## config.mk

```make
export PLATFORM = sky130hd
export DESIGN_NAME = mirror_packet_encapsulator_unit
export DESIGN_NICKNAME = d
export VERILOG_FILES = /design/src/rtl/mpe_pkg.sv /design/src/rtl/mpe_front.sv /design/src/rtl/mpe_queue.sv /design/src/rtl/mpe_back.sv /design/src/rtl/mirror_packet_encapsulator_unit.sv
export VERILOG_INCLUDE_DIRS = /design/src /design/src/rtl
export SDC_FILE = /design/constraint.sdc
export NUM_CORES = 1
export LEC_CHECK = 0
export ABC_AREA = 0
export BUFFER_PORTS_ARGS = -buffer_cell sky130_fd_sc_hd__buf_2
export CORE_MARGIN = 5
export CORE_UTILIZATION = 50
export DETAILED_ROUTE_END_ITERATION = 10
export MAX_ROUTING_LAYER = met4
export PLACE_DENSITY = 0.67
export SYNTH_ARGS = -nofsm -noshare
export SYNTH_HDL_FRONTEND = slang
export SYNTH_SLANG_ARGS = --single-unit
```

## constraint.sdc

```tcl
create_clock -name clock -period 3.8 [get_ports clock]
set_input_delay 0.57 -clock clock [delete_from_list [all_inputs] [get_ports clock]]
set_output_delay 0.57 -clock clock [all_outputs]
set_load 0.05 [all_outputs]
```

## src/rtl/assert_macros.svh

```systemverilog
// Assertion macros shared by the RTL files.
`ifndef ASSERT_MACROS_SVH
`define ASSERT_MACROS_SVH

// Property checked on every rising edge, held off during reset.
`define MPE_ASSERT(lbl, clk, rst, prop, msg) \
   lbl: assert property (@(posedge clk) disable iff (rst) (prop)) else $error(msg);

// Condition that must never be seen while out of reset.
`define MPE_ASSERT_NEVER(lbl, clk, rst, cond, msg) \
   `MPE_ASSERT(lbl, clk, rst, !(cond), msg)

`endif

```

## src/rtl/mpe_pkg.sv

```systemverilog
// Types, constants and header byte lookup for the mirror packet encapsulator.
package mpe_pkg;

   localparam logic [5:0]  HDR_ERSPAN_LEN = 6'd36;
   localparam logic [5:0]  HDR_TZSP_LEN   = 6'd5;
   localparam logic [15:0] GRE_FLAGS      = 16'h1000;
   localparam logic [15:0] GRE_PROTO      = 16'h88BE;
   localparam logic [31:0] ERSPAN_INDEX   = 32'd12345;
   localparam logic [9:0]  SESSION_MASK   = 10'h3FF;
   localparam logic [7:0]  OUTER_TTL      = 8'd64;
   localparam logic [7:0]  IP_PROTO_GRE   = 8'd47;
   localparam logic [31:0] ERSPAN_VLAN    = 32'd100;
   localparam logic [31:0] ERSPAN_COS     = 32'd5;
   // ERSPAN word one without the session id: version 1, vlan, cos, truncation bit
   localparam logic [31:0] ERSPAN_W1_BASE =
      (32'd1 << 28) | (ERSPAN_VLAN << 16) | (ERSPAN_COS << 13) | (32'd1 << 10);

   localparam logic [7:0] CSR_MODE    = 8'd0;
   localparam logic [7:0] CSR_SESSION = 8'd1;
   localparam logic [7:0] CSR_SOURCE  = 8'd2;
   localparam logic [7:0] CSR_TARGET  = 8'd3;

   localparam logic [9:0] SESSION_RESET = 10'd42;

   typedef struct packed {
      logic [9:0]  session;
      logic [31:0] source;
      logic [31:0] target;
   } cfg_type;

   // one queued item: payload byte plus what the back end needs for its header
   typedef struct packed {
      logic [7:0]  data;
      logic        start;
      logic        last;
      logic        erspan;
      logic [15:0] total_len;
      logic [31:0] seq;
   } entry_type;

   function automatic logic [7:0] hdr_byte(input logic erspan, input logic [5:0] idx,
                                           input logic [15:0] total_len,
                                           input logic [31:0] seq, input cfg_type cfg);
      logic [31:0] w1;
      logic [7:0]  b;
      w1 = ERSPAN_W1_BASE | {22'd0, cfg.session & SESSION_MASK};
      b  = 8'h00;
      if (!erspan) begin
         // TZSP: 01 01 00 01 01
         b = (idx == 6'd2) ? 8'h00 : 8'h01;
      end else begin
         unique case (idx)
            6'd0:    b = 8'h45;
            6'd2:    b = total_len[15:8];
            6'd3:    b = total_len[7:0];
            6'd8:    b = OUTER_TTL;
            6'd9:    b = IP_PROTO_GRE;
            6'd12:   b = cfg.source[31:24];
            6'd13:   b = cfg.source[23:16];
            6'd14:   b = cfg.source[15:8];
            6'd15:   b = cfg.source[7:0];
            6'd16:   b = cfg.target[31:24];
            6'd17:   b = cfg.target[23:16];
            6'd18:   b = cfg.target[15:8];
            6'd19:   b = cfg.target[7:0];
            6'd20:   b = GRE_FLAGS[15:8];
            6'd21:   b = GRE_FLAGS[7:0];
            6'd22:   b = GRE_PROTO[15:8];
            6'd23:   b = GRE_PROTO[7:0];
            6'd24:   b = seq[31:24];
            6'd25:   b = seq[23:16];
            6'd26:   b = seq[15:8];
            6'd27:   b = seq[7:0];
            6'd28:   b = w1[31:24];
            6'd29:   b = w1[23:16];
            6'd30:   b = w1[15:8];
            6'd31:   b = w1[7:0];
            6'd32:   b = ERSPAN_INDEX[31:24];
            6'd33:   b = ERSPAN_INDEX[23:16];
            6'd34:   b = ERSPAN_INDEX[15:8];
            6'd35:   b = ERSPAN_INDEX[7:0];
            default: b = 8'h00;
         endcase
      end
      return b;
   endfunction

endpackage

```

## src/rtl/mpe_front.sv

```systemverilog
// Front end: register file, frame tracking, sequence numbering and queue push.
module mpe_front
   import mpe_pkg::*;
(
   input  logic        clock,
   input  logic        reset,
   input  logic        req_tvalid,
   output logic        req_tready,
   input  logic [23:0] req_tdata,
   input  logic        req_tuser,
   input  logic        req_tlast,
   input  logic        csr_valid,
   output logic        csr_ready,
   input  logic [7:0]  csr_index,
   input  logic [31:0] csr_data,
   input  logic        queue_full,
   output logic        push,
   output entry_type   push_entry,
   output cfg_type     cfg
);

   logic        mode_ff, mode_in;
   logic [9:0]  session_ff, session_in;
   logic [31:0] source_ff, source_in;
   logic [31:0] target_ff, target_in;
   logic [31:0] seq_ff, seq_in;
   logic        in_frame_ff, in_frame_in;
   logic        accept;
   logic        csr_wr;

   assign csr_ready  = 1'b1;
   assign csr_wr     = csr_valid & csr_ready;
   assign req_tready = !queue_full;
   assign accept     = req_tvalid & req_tready;
   // stray bytes outside a frame are taken and dropped
   assign push       = accept & (req_tuser | in_frame_ff);

   assign cfg = '{session: session_ff, source: source_ff, target: target_ff};

   always_comb begin
      push_entry.data      = req_tdata[7:0];
      push_entry.start     = req_tuser;
      push_entry.last      = req_tlast;
      push_entry.erspan    = mode_ff;
      push_entry.total_len = 16'({10'd0, HDR_ERSPAN_LEN} + req_tdata[23:8]);
      push_entry.seq       = seq_ff;
   end

   always_comb begin
      mode_in    = mode_ff;
      session_in = session_ff;
      source_in  = source_ff;
      target_in  = target_ff;
      if (csr_wr) begin
         unique case (csr_index)
            CSR_MODE:    mode_in    = csr_data[0];
            CSR_SESSION: session_in = csr_data[9:0] & SESSION_MASK;
            CSR_SOURCE:  source_in  = csr_data;
            CSR_TARGET:  target_in  = csr_data;
            default: ;
         endcase
      end
   end

   always_comb begin
      seq_in      = seq_ff;
      in_frame_in = in_frame_ff;
      if (push) begin
         in_frame_in = !req_tlast;
         if (req_tuser && mode_ff) seq_in = seq_ff + 32'd1;
      end
   end

   always_ff @(posedge clock) begin
      if (reset) begin
         mode_ff     <= 1'b0;
         session_ff  <= SESSION_RESET;
         source_ff   <= '0;
         target_ff   <= '0;
         seq_ff      <= '0;
         in_frame_ff <= 1'b0;
      end else begin
         mode_ff     <= mode_in;
         session_ff  <= session_in;
         source_ff   <= source_in;
         target_ff   <= target_in;
         seq_ff      <= seq_in;
         in_frame_ff <= in_frame_in;
      end
   end

endmodule

```

## src/rtl/mpe_queue.sv

```systemverilog
// Short queue of classified items between front and back end.
`include "assert_macros.svh"
module mpe_queue
   import mpe_pkg::*;
#(
   parameter int DEPTH = 4
) (
   input  logic      clock,
   input  logic      reset,
   input  logic      push,
   input  entry_type push_entry,
   input  logic      pop,
   output entry_type head,
   output logic      full,
   output logic      empty
);

   localparam int PTR_W = (DEPTH > 1) ? $clog2(DEPTH) : 1;
   localparam int CNT_W = $clog2(DEPTH + 1);
   localparam logic [PTR_W-1:0] LAST_PTR = PTR_W'(DEPTH - 1);
   localparam logic [CNT_W-1:0] FULL_CNT = CNT_W'(DEPTH);

   entry_type        slot_ff [DEPTH];
   logic [PTR_W-1:0] wr_ptr_ff, wr_ptr_in;
   logic [PTR_W-1:0] rd_ptr_ff, rd_ptr_in;
   logic [CNT_W-1:0] count_ff, count_in;

   assign full  = (count_ff == FULL_CNT);
   assign empty = (count_ff == '0);
   assign head  = slot_ff[rd_ptr_ff];

   always_comb begin
      wr_ptr_in = wr_ptr_ff;
      rd_ptr_in = rd_ptr_ff;
      count_in  = count_ff;
      if (push) wr_ptr_in = (wr_ptr_ff == LAST_PTR) ? '0 : wr_ptr_ff + PTR_W'(1);
      if (pop)  rd_ptr_in = (rd_ptr_ff == LAST_PTR) ? '0 : rd_ptr_ff + PTR_W'(1);
      if (push && !pop)      count_in = count_ff + CNT_W'(1);
      else if (pop && !push) count_in = count_ff - CNT_W'(1);
   end

   always_ff @(posedge clock) begin
      if (reset) begin
         wr_ptr_ff <= '0;
         rd_ptr_ff <= '0;
         count_ff  <= '0;
      end else begin
         wr_ptr_ff <= wr_ptr_in;
         rd_ptr_ff <= rd_ptr_in;
         count_ff  <= count_in;
      end
   end

   always_ff @(posedge clock) begin
      if (push) slot_ff[wr_ptr_ff] <= push_entry;
   end

   `MPE_ASSERT_NEVER(a_no_overflow, clock, reset, push && full, "queue push while full")
   `MPE_ASSERT_NEVER(a_no_underflow, clock, reset, pop && empty, "queue pop while empty")
   `MPE_ASSERT(a_count_step, clock, reset, (push && !pop) |=> (count_ff == $past(count_ff) + CNT_W'(1)), "queue count did not advance")

endmodule

```

## src/rtl/mpe_back.sv

```systemverilog
// Back end: header byte sequencing and registered output stage.
`include "assert_macros.svh"
module mpe_back
   import mpe_pkg::*;
(
   input  logic       clock,
   input  logic       reset,
   input  entry_type  head,
   input  logic       empty,
   input  cfg_type    cfg,
   output logic       pop,
   input  logic       rsp_tready,
   output logic       rsp_tvalid,
   output logic [7:0] rsp_tdata,
   output logic       rsp_tuser,
   output logic       rsp_tlast
);

   logic       valid_ff, valid_in;
   logic [7:0] data_ff, data_in;
   logic       first_ff, first_in;
   logic       last_ff, last_in;
   logic [5:0] cnt_ff, cnt_in;
   logic [5:0] hdr_len;
   logic       out_free;
   logic       emit;
   logic       in_hdr;

   assign hdr_len  = head.erspan ? HDR_ERSPAN_LEN : HDR_TZSP_LEN;
   assign out_free = !valid_ff || rsp_tready;
   assign emit     = !empty && out_free;
   assign in_hdr   = head.start && (cnt_ff < hdr_len);
   assign pop      = emit && !in_hdr;

   always_comb begin
      valid_in = valid_ff;
      data_in  = data_ff;
      first_in = first_ff;
      last_in  = last_ff;
      cnt_in   = cnt_ff;
      if (out_free) valid_in = 1'b0;
      if (emit) begin
         valid_in = 1'b1;
         if (in_hdr) begin
            data_in  = hdr_byte(head.erspan, cnt_ff, head.total_len, head.seq, cfg);
            first_in = (cnt_ff == '0);
            last_in  = 1'b0;
            cnt_in   = cnt_ff + 6'd1;
         end else begin
            data_in  = head.data;
            first_in = 1'b0;
            last_in  = head.last;
            cnt_in   = '0;
         end
      end
   end

   always_ff @(posedge clock) begin
      if (reset) begin
         valid_ff <= 1'b0;
         cnt_ff   <= '0;
      end else begin
         valid_ff <= valid_in;
         cnt_ff   <= cnt_in;
      end
   end

   always_ff @(posedge clock) begin
      data_ff  <= data_in;
      first_ff <= first_in;
      last_ff  <= last_in;
   end

   assign rsp_tvalid = valid_ff;
   assign rsp_tdata  = data_ff;
   assign rsp_tuser  = first_ff;
   assign rsp_tlast  = last_ff;

   `MPE_ASSERT_NEVER(a_cnt_range, clock, reset, cnt_ff > HDR_ERSPAN_LEN, "header count out of range")
   `MPE_ASSERT_NEVER(a_first_not_last, clock, reset, valid_ff && first_ff && last_ff, "header byte marked last")
   `MPE_ASSERT(a_pop_clears_cnt, clock, reset, pop |=> (cnt_ff == '0), "header count not cleared after payload byte")

endmodule

```

## src/rtl/mirror_packet_encapsulator_unit.sv

```systemverilog
// Mirror packet encapsulator: ERSPAN type II over GRE/IPv4 or TZSP, one byte per item.
//
// req_ carries captured frame bytes: tuser marks the first byte of a frame, tlast the
// last, and the frame length rides in tdata beside the byte on the first item.
// rsp_ carries the encapsulated packet a byte per item: tuser marks its first header
// byte, tlast the byte that closed the frame. Bytes arriving outside a frame are dropped.
// csr_ writes the mode, session id and the IPv4 source and target addresses; write only
// while the block is idle. Writes are always taken (csr_ready is tied high).
// An accepted item is written into the queue, and the back end moves it on into the rsp_
// output register when that is free. Throughput is one output byte per cycle while
// rsp_tready is high, set by the single output register; a start byte adds 36 (ERSPAN) or 5 (TZSP) header bytes.
// Input is taken at one byte per cycle while the QUEUE_DEPTH entry queue has room, so
// the queue absorbs header bursts and req_tready falls only when it fills.
// When the receiver stalls, the output byte holds, the queue fills and req_tready drops.
// Reset (synchronous) empties the queue, clears the output, the sequence number and the
// frame state, and restores registers to TZSP mode, session 42, addresses zero.
module mirror_packet_encapsulator_unit
   import mpe_pkg::*;
#(
   parameter int QUEUE_DEPTH = 4
) (
   input  logic        clock,
   input  logic        reset,
   input  logic        req_tvalid,
   output logic        req_tready,
   input  logic [23:0] req_tdata,   // [7:0] frame_byte, [23:8] frame_length
   input  logic        req_tuser,   // frame_start
   input  logic        req_tlast,
   output logic        rsp_tvalid,
   input  logic        rsp_tready,
   output logic [7:0]  rsp_tdata,   // [7:0] out_byte
   output logic        rsp_tuser,   // out_first
   output logic        rsp_tlast,
   input  logic        csr_valid,
   output logic        csr_ready,
   input  logic [7:0]  csr_index,
   input  logic [31:0] csr_data
);

   logic      queue_full;
   logic      queue_empty;
   logic      push;
   logic      pop;
   entry_type push_entry;
   entry_type head;
   cfg_type   cfg;

   mpe_front u_front (
      .clock      (clock),
      .reset      (reset),
      .req_tvalid (req_tvalid),
      .req_tready (req_tready),
      .req_tdata  (req_tdata),
      .req_tuser  (req_tuser),
      .req_tlast  (req_tlast),
      .csr_valid  (csr_valid),
      .csr_ready  (csr_ready),
      .csr_index  (csr_index),
      .csr_data   (csr_data),
      .queue_full (queue_full),
      .push       (push),
      .push_entry (push_entry),
      .cfg        (cfg)
   );

   mpe_queue #(
      .DEPTH (QUEUE_DEPTH)
   ) u_queue (
      .clock      (clock),
      .reset      (reset),
      .push       (push),
      .push_entry (push_entry),
      .pop        (pop),
      .head       (head),
      .full       (queue_full),
      .empty      (queue_empty)
   );

   mpe_back u_back (
      .clock      (clock),
      .reset      (reset),
      .head       (head),
      .empty      (queue_empty),
      .cfg        (cfg),
      .pop        (pop),
      .rsp_tready (rsp_tready),
      .rsp_tvalid (rsp_tvalid),
      .rsp_tdata  (rsp_tdata),
      .rsp_tuser  (rsp_tuser),
      .rsp_tlast  (rsp_tlast)
   );

endmodule

```

==> reports/results.txt <==
Status -> completed
Synth Flop Type -> edfxtp_1
Placed Area -> 16,300 um^2
Slew HR -> 31.2%
Drt wl/cell -> 21.8 um
H-tree level count -> 2
Hold_sp -> req_tdata[4]
Post-synthesis compound-gate area fraction -> 7.43%
Leakage -> 0.00601 uW
Pin count of the biggest net entering global routing -> 76
I/O Buffers -> 82
Slew Viols, Final -> 0
Clock Tree Buf Depth -> 3
Most frequent cells in the layout -> edfxtp_1 (246), nand2_1 (172), dfxtp_1 (122)
Commonest non-fill, non-tap cell in the layout -> edfxtp_1
GRT Total Usage -> 21.7%
Post-Syn Area -> 15,500 um^2
Post-synth top area cell -> edfxtp_1
PwrDens -> 589 nW/um^2
Min Hold Slack -> 0.268 ns
Cts hold-fix bufs -> 0
CP Class -> register to register
Violation count after the first detailed-routing iteration -> 970
YS warnings -> 0
Syn_nets -> 1,255
CTS Sinks -> 370
Maxcap violations -> 0
DRT antenna net count -> 0
Post-synth EDFFs -> 246
CP required -> 4.25 ns
Least-Margin Pin Slew -> 1.02 ns
Placer Congestion -> 0.948
Top cell by count, worst path -> ha_1
RSZ-0062 raised after global routing -> false
Total wire length -> 36.5 mm
Simple logic cell fraction of the synthesized area -> 12.6%
Seq/Total Area, Yosys -> 63.8%
Area growth syn-to-layout -> 13.8%
# fillers -> 2,427
Clock transition at the registers of the reported paths -> 0.06 ns
Ys async rst share -> 0%
# DRC -> 0
NumNets Final -> 1,329
Synth top area share -> 47.8%
Total power -> 10,400 uW
CP max stage cell -> dfxtp_2
Yosys reg bits -> 370
TritonCTS buffer count -> 39
Worst-path fanout max -> 6
Clock Latency Late Sink -> 0.53 ns
CP Cell Sequence -> mux2i_1, mux2_2, ha_1, nand2_1, a221oi_1, and4bb_2, nand2b_4, ha_1, inv_1, fa_1, xor2_1, or3_1, a21oi_1
Final period util -> 81.9%
Worst path bufs/invs -> 1
Core Area -> 30,600 um^2
Global route overflow -> 0
Share of layout cells above drive strength 1 -> 20.0%
Post-CTS sizing -> 0
Post-CTS Setup Inserts -> 0
Post-route design area -> 17,600 um^2
Die height -> 186 um
Final Hold Fails -> 0
Rows -> 64
Area share of xor/xnor cells in the synthesized design -> 2.27%
Top delay family on crit path -> simple AND/OR/NAND/NOR gates
Setup violators final -> 0
Fmax -> 321 MHz
Vias per Instance -> 5.87
Io pins -> 84
Post-DP HPWL -> 24.1 mm
Die W -> 186 um
Critical path arrival -> 3.56 ns
Cells after Synth -> 1,170
Vias -> 9,807
Initial cell density of the core -> 50.5%
CTS tree -> yes
Area share of fa/ha/maj cells after synthesis -> 1.18%
Vias in the first global route -> 9,510
Worst VDD drop -> 0.000276 V
Largest cells by area after synthesis -> edfxtp_1 (48%), dfxtp_1 (16%), mux4_2 (8.5%), nand2_1 (4.2%), a21oi_1 (2.8%)
Post-synthesis mux area share -> 9.89%
Startpoint types -> register
Setup TNS -> 0 ns
Initial antenna violation count -> 1
Clock root buffer -> clkbuf_16
Max incr delay on CP -> 0.43 ns
Minimum clock period after layout -> 3.11 ns
Die area -> 34,500 um^2
First-pass GRT wire length -> 56.3 mm
Hold crit path type -> input port to register
1st-pass router iterations -> 5
Critical path endpoint category -> register
Syn Area/Cell -> 13.2 um^2
Unique cell type count in the Yosys netlist -> 75
Clock Skew -> 0.0211 ns
Largest family of logic cells by synthesized area -> simple AND/OR/NAND/NOR gates
[path summary, 6_finish.rpt]
kind	to	slack [ns]	cells past startpoint
worst min register to register	u_front.source_ff[8]	0.45	2
worst max register to register	u_queue.count_ff[2]	0.69	13
worst min-delay path	u_queue.slot_ff[2][55]	0.27	1
worst max-delay path	u_queue.count_ff[2]	0.69	13
[power breakdown]
part           leakage, uW  total, uW  internal (uW)  switching (uW)
clock network     0.000601       3690           2170            1530
logic              0.00202       1990            784            1210
registers          0.00339       4680           4550             137
[routing by layer]
metal	part of all wire (%)	global-route usage (%)	vias up
met5	0	-	-
met4	2.6	6.00	0
met3	6.1	3.48	63
met2	49	34.2	342
met1	43	29.6	4866
li1	-	-	4536
[cells by family after synthesis]
group / Yosys count
multiplexers: 80
flip-flops: 370
AO/OA/AOI/OAI: 175
AND/OR/NAND/NOR: 396
adder cells (fa/ha/maj): 14
other: 1
XOR/XNOR: 40
buffers and inverters: 94
[cell usage after synthesis (all sizes together), types with 4 or more instances]
cell	count
nand4	19
ha	13
xnor2	20
nor4	7
edfxtp	246
and2	12
buf	42
nand3	56
nand3b	4
nand2b	5
inv	13
a32o	6
mux2i	20
a21oi	87
nor3b	4
clkbuf	39
nor2	60
or3	9
nand2	172
dfxtp	124
xor2	20
and3	14
nand4b	4
mux4	58
a22o	5
nor3	5
a32oi	11
o211a	7
a31oi	7
a211oi	4
or2	4
nor2b	5
o21ai	13
and4	4
[metrics by stage]
step | std cells | util (%) | setup slack (ns)
CTS | 1669 | 57.5 | 0.671
detailed placement | 1599 | 53.4 | 0.684
floorplan | 1170 | - | 0.399
finish | 1670 | 57.5 | 0.688
global placement | 1599 | 53.4 | 0.738
global route | 1670 | 57.5 | 0.498
[sequential cells by signal, summed over array words and instances, names as in the netlist, 2 cells and up, named ones only]
| register | count |
|---|---|
| u_queue.wr_ptr_ff | 2 |
| u_back.cnt_ff | 6 |
| u_back.rsp_tdata | 8 |
| u_queue.rd_ptr_ff | 2 |
| u_front.seq_ff | 32 |
| u_queue.slot_ff | 236 |
| u_front.target_ff | 32 |
| u_front.session_ff | 10 |
| u_queue.count_ff | 3 |
| u_front.source_ff | 32 |
[cell type report]
cell class / instances / area [um^2] / share of cell area [%]
antenna: 1 / 2.50 / 0.0142
multi-input combinational: 706 / 5180 / 29.5
sequential: 370 / 9870 / 56.1
timing repair buffer: 114 / 741 / 4.21
tap: 396 / 495 / 2.82
inverter: 13 / 48.8 / 0.277
clock inverter: 19 / 190 / 1.08
clock buffer: 51 / 1050 / 5.98
Note: power is estimated with default switching activity, not from simulation.
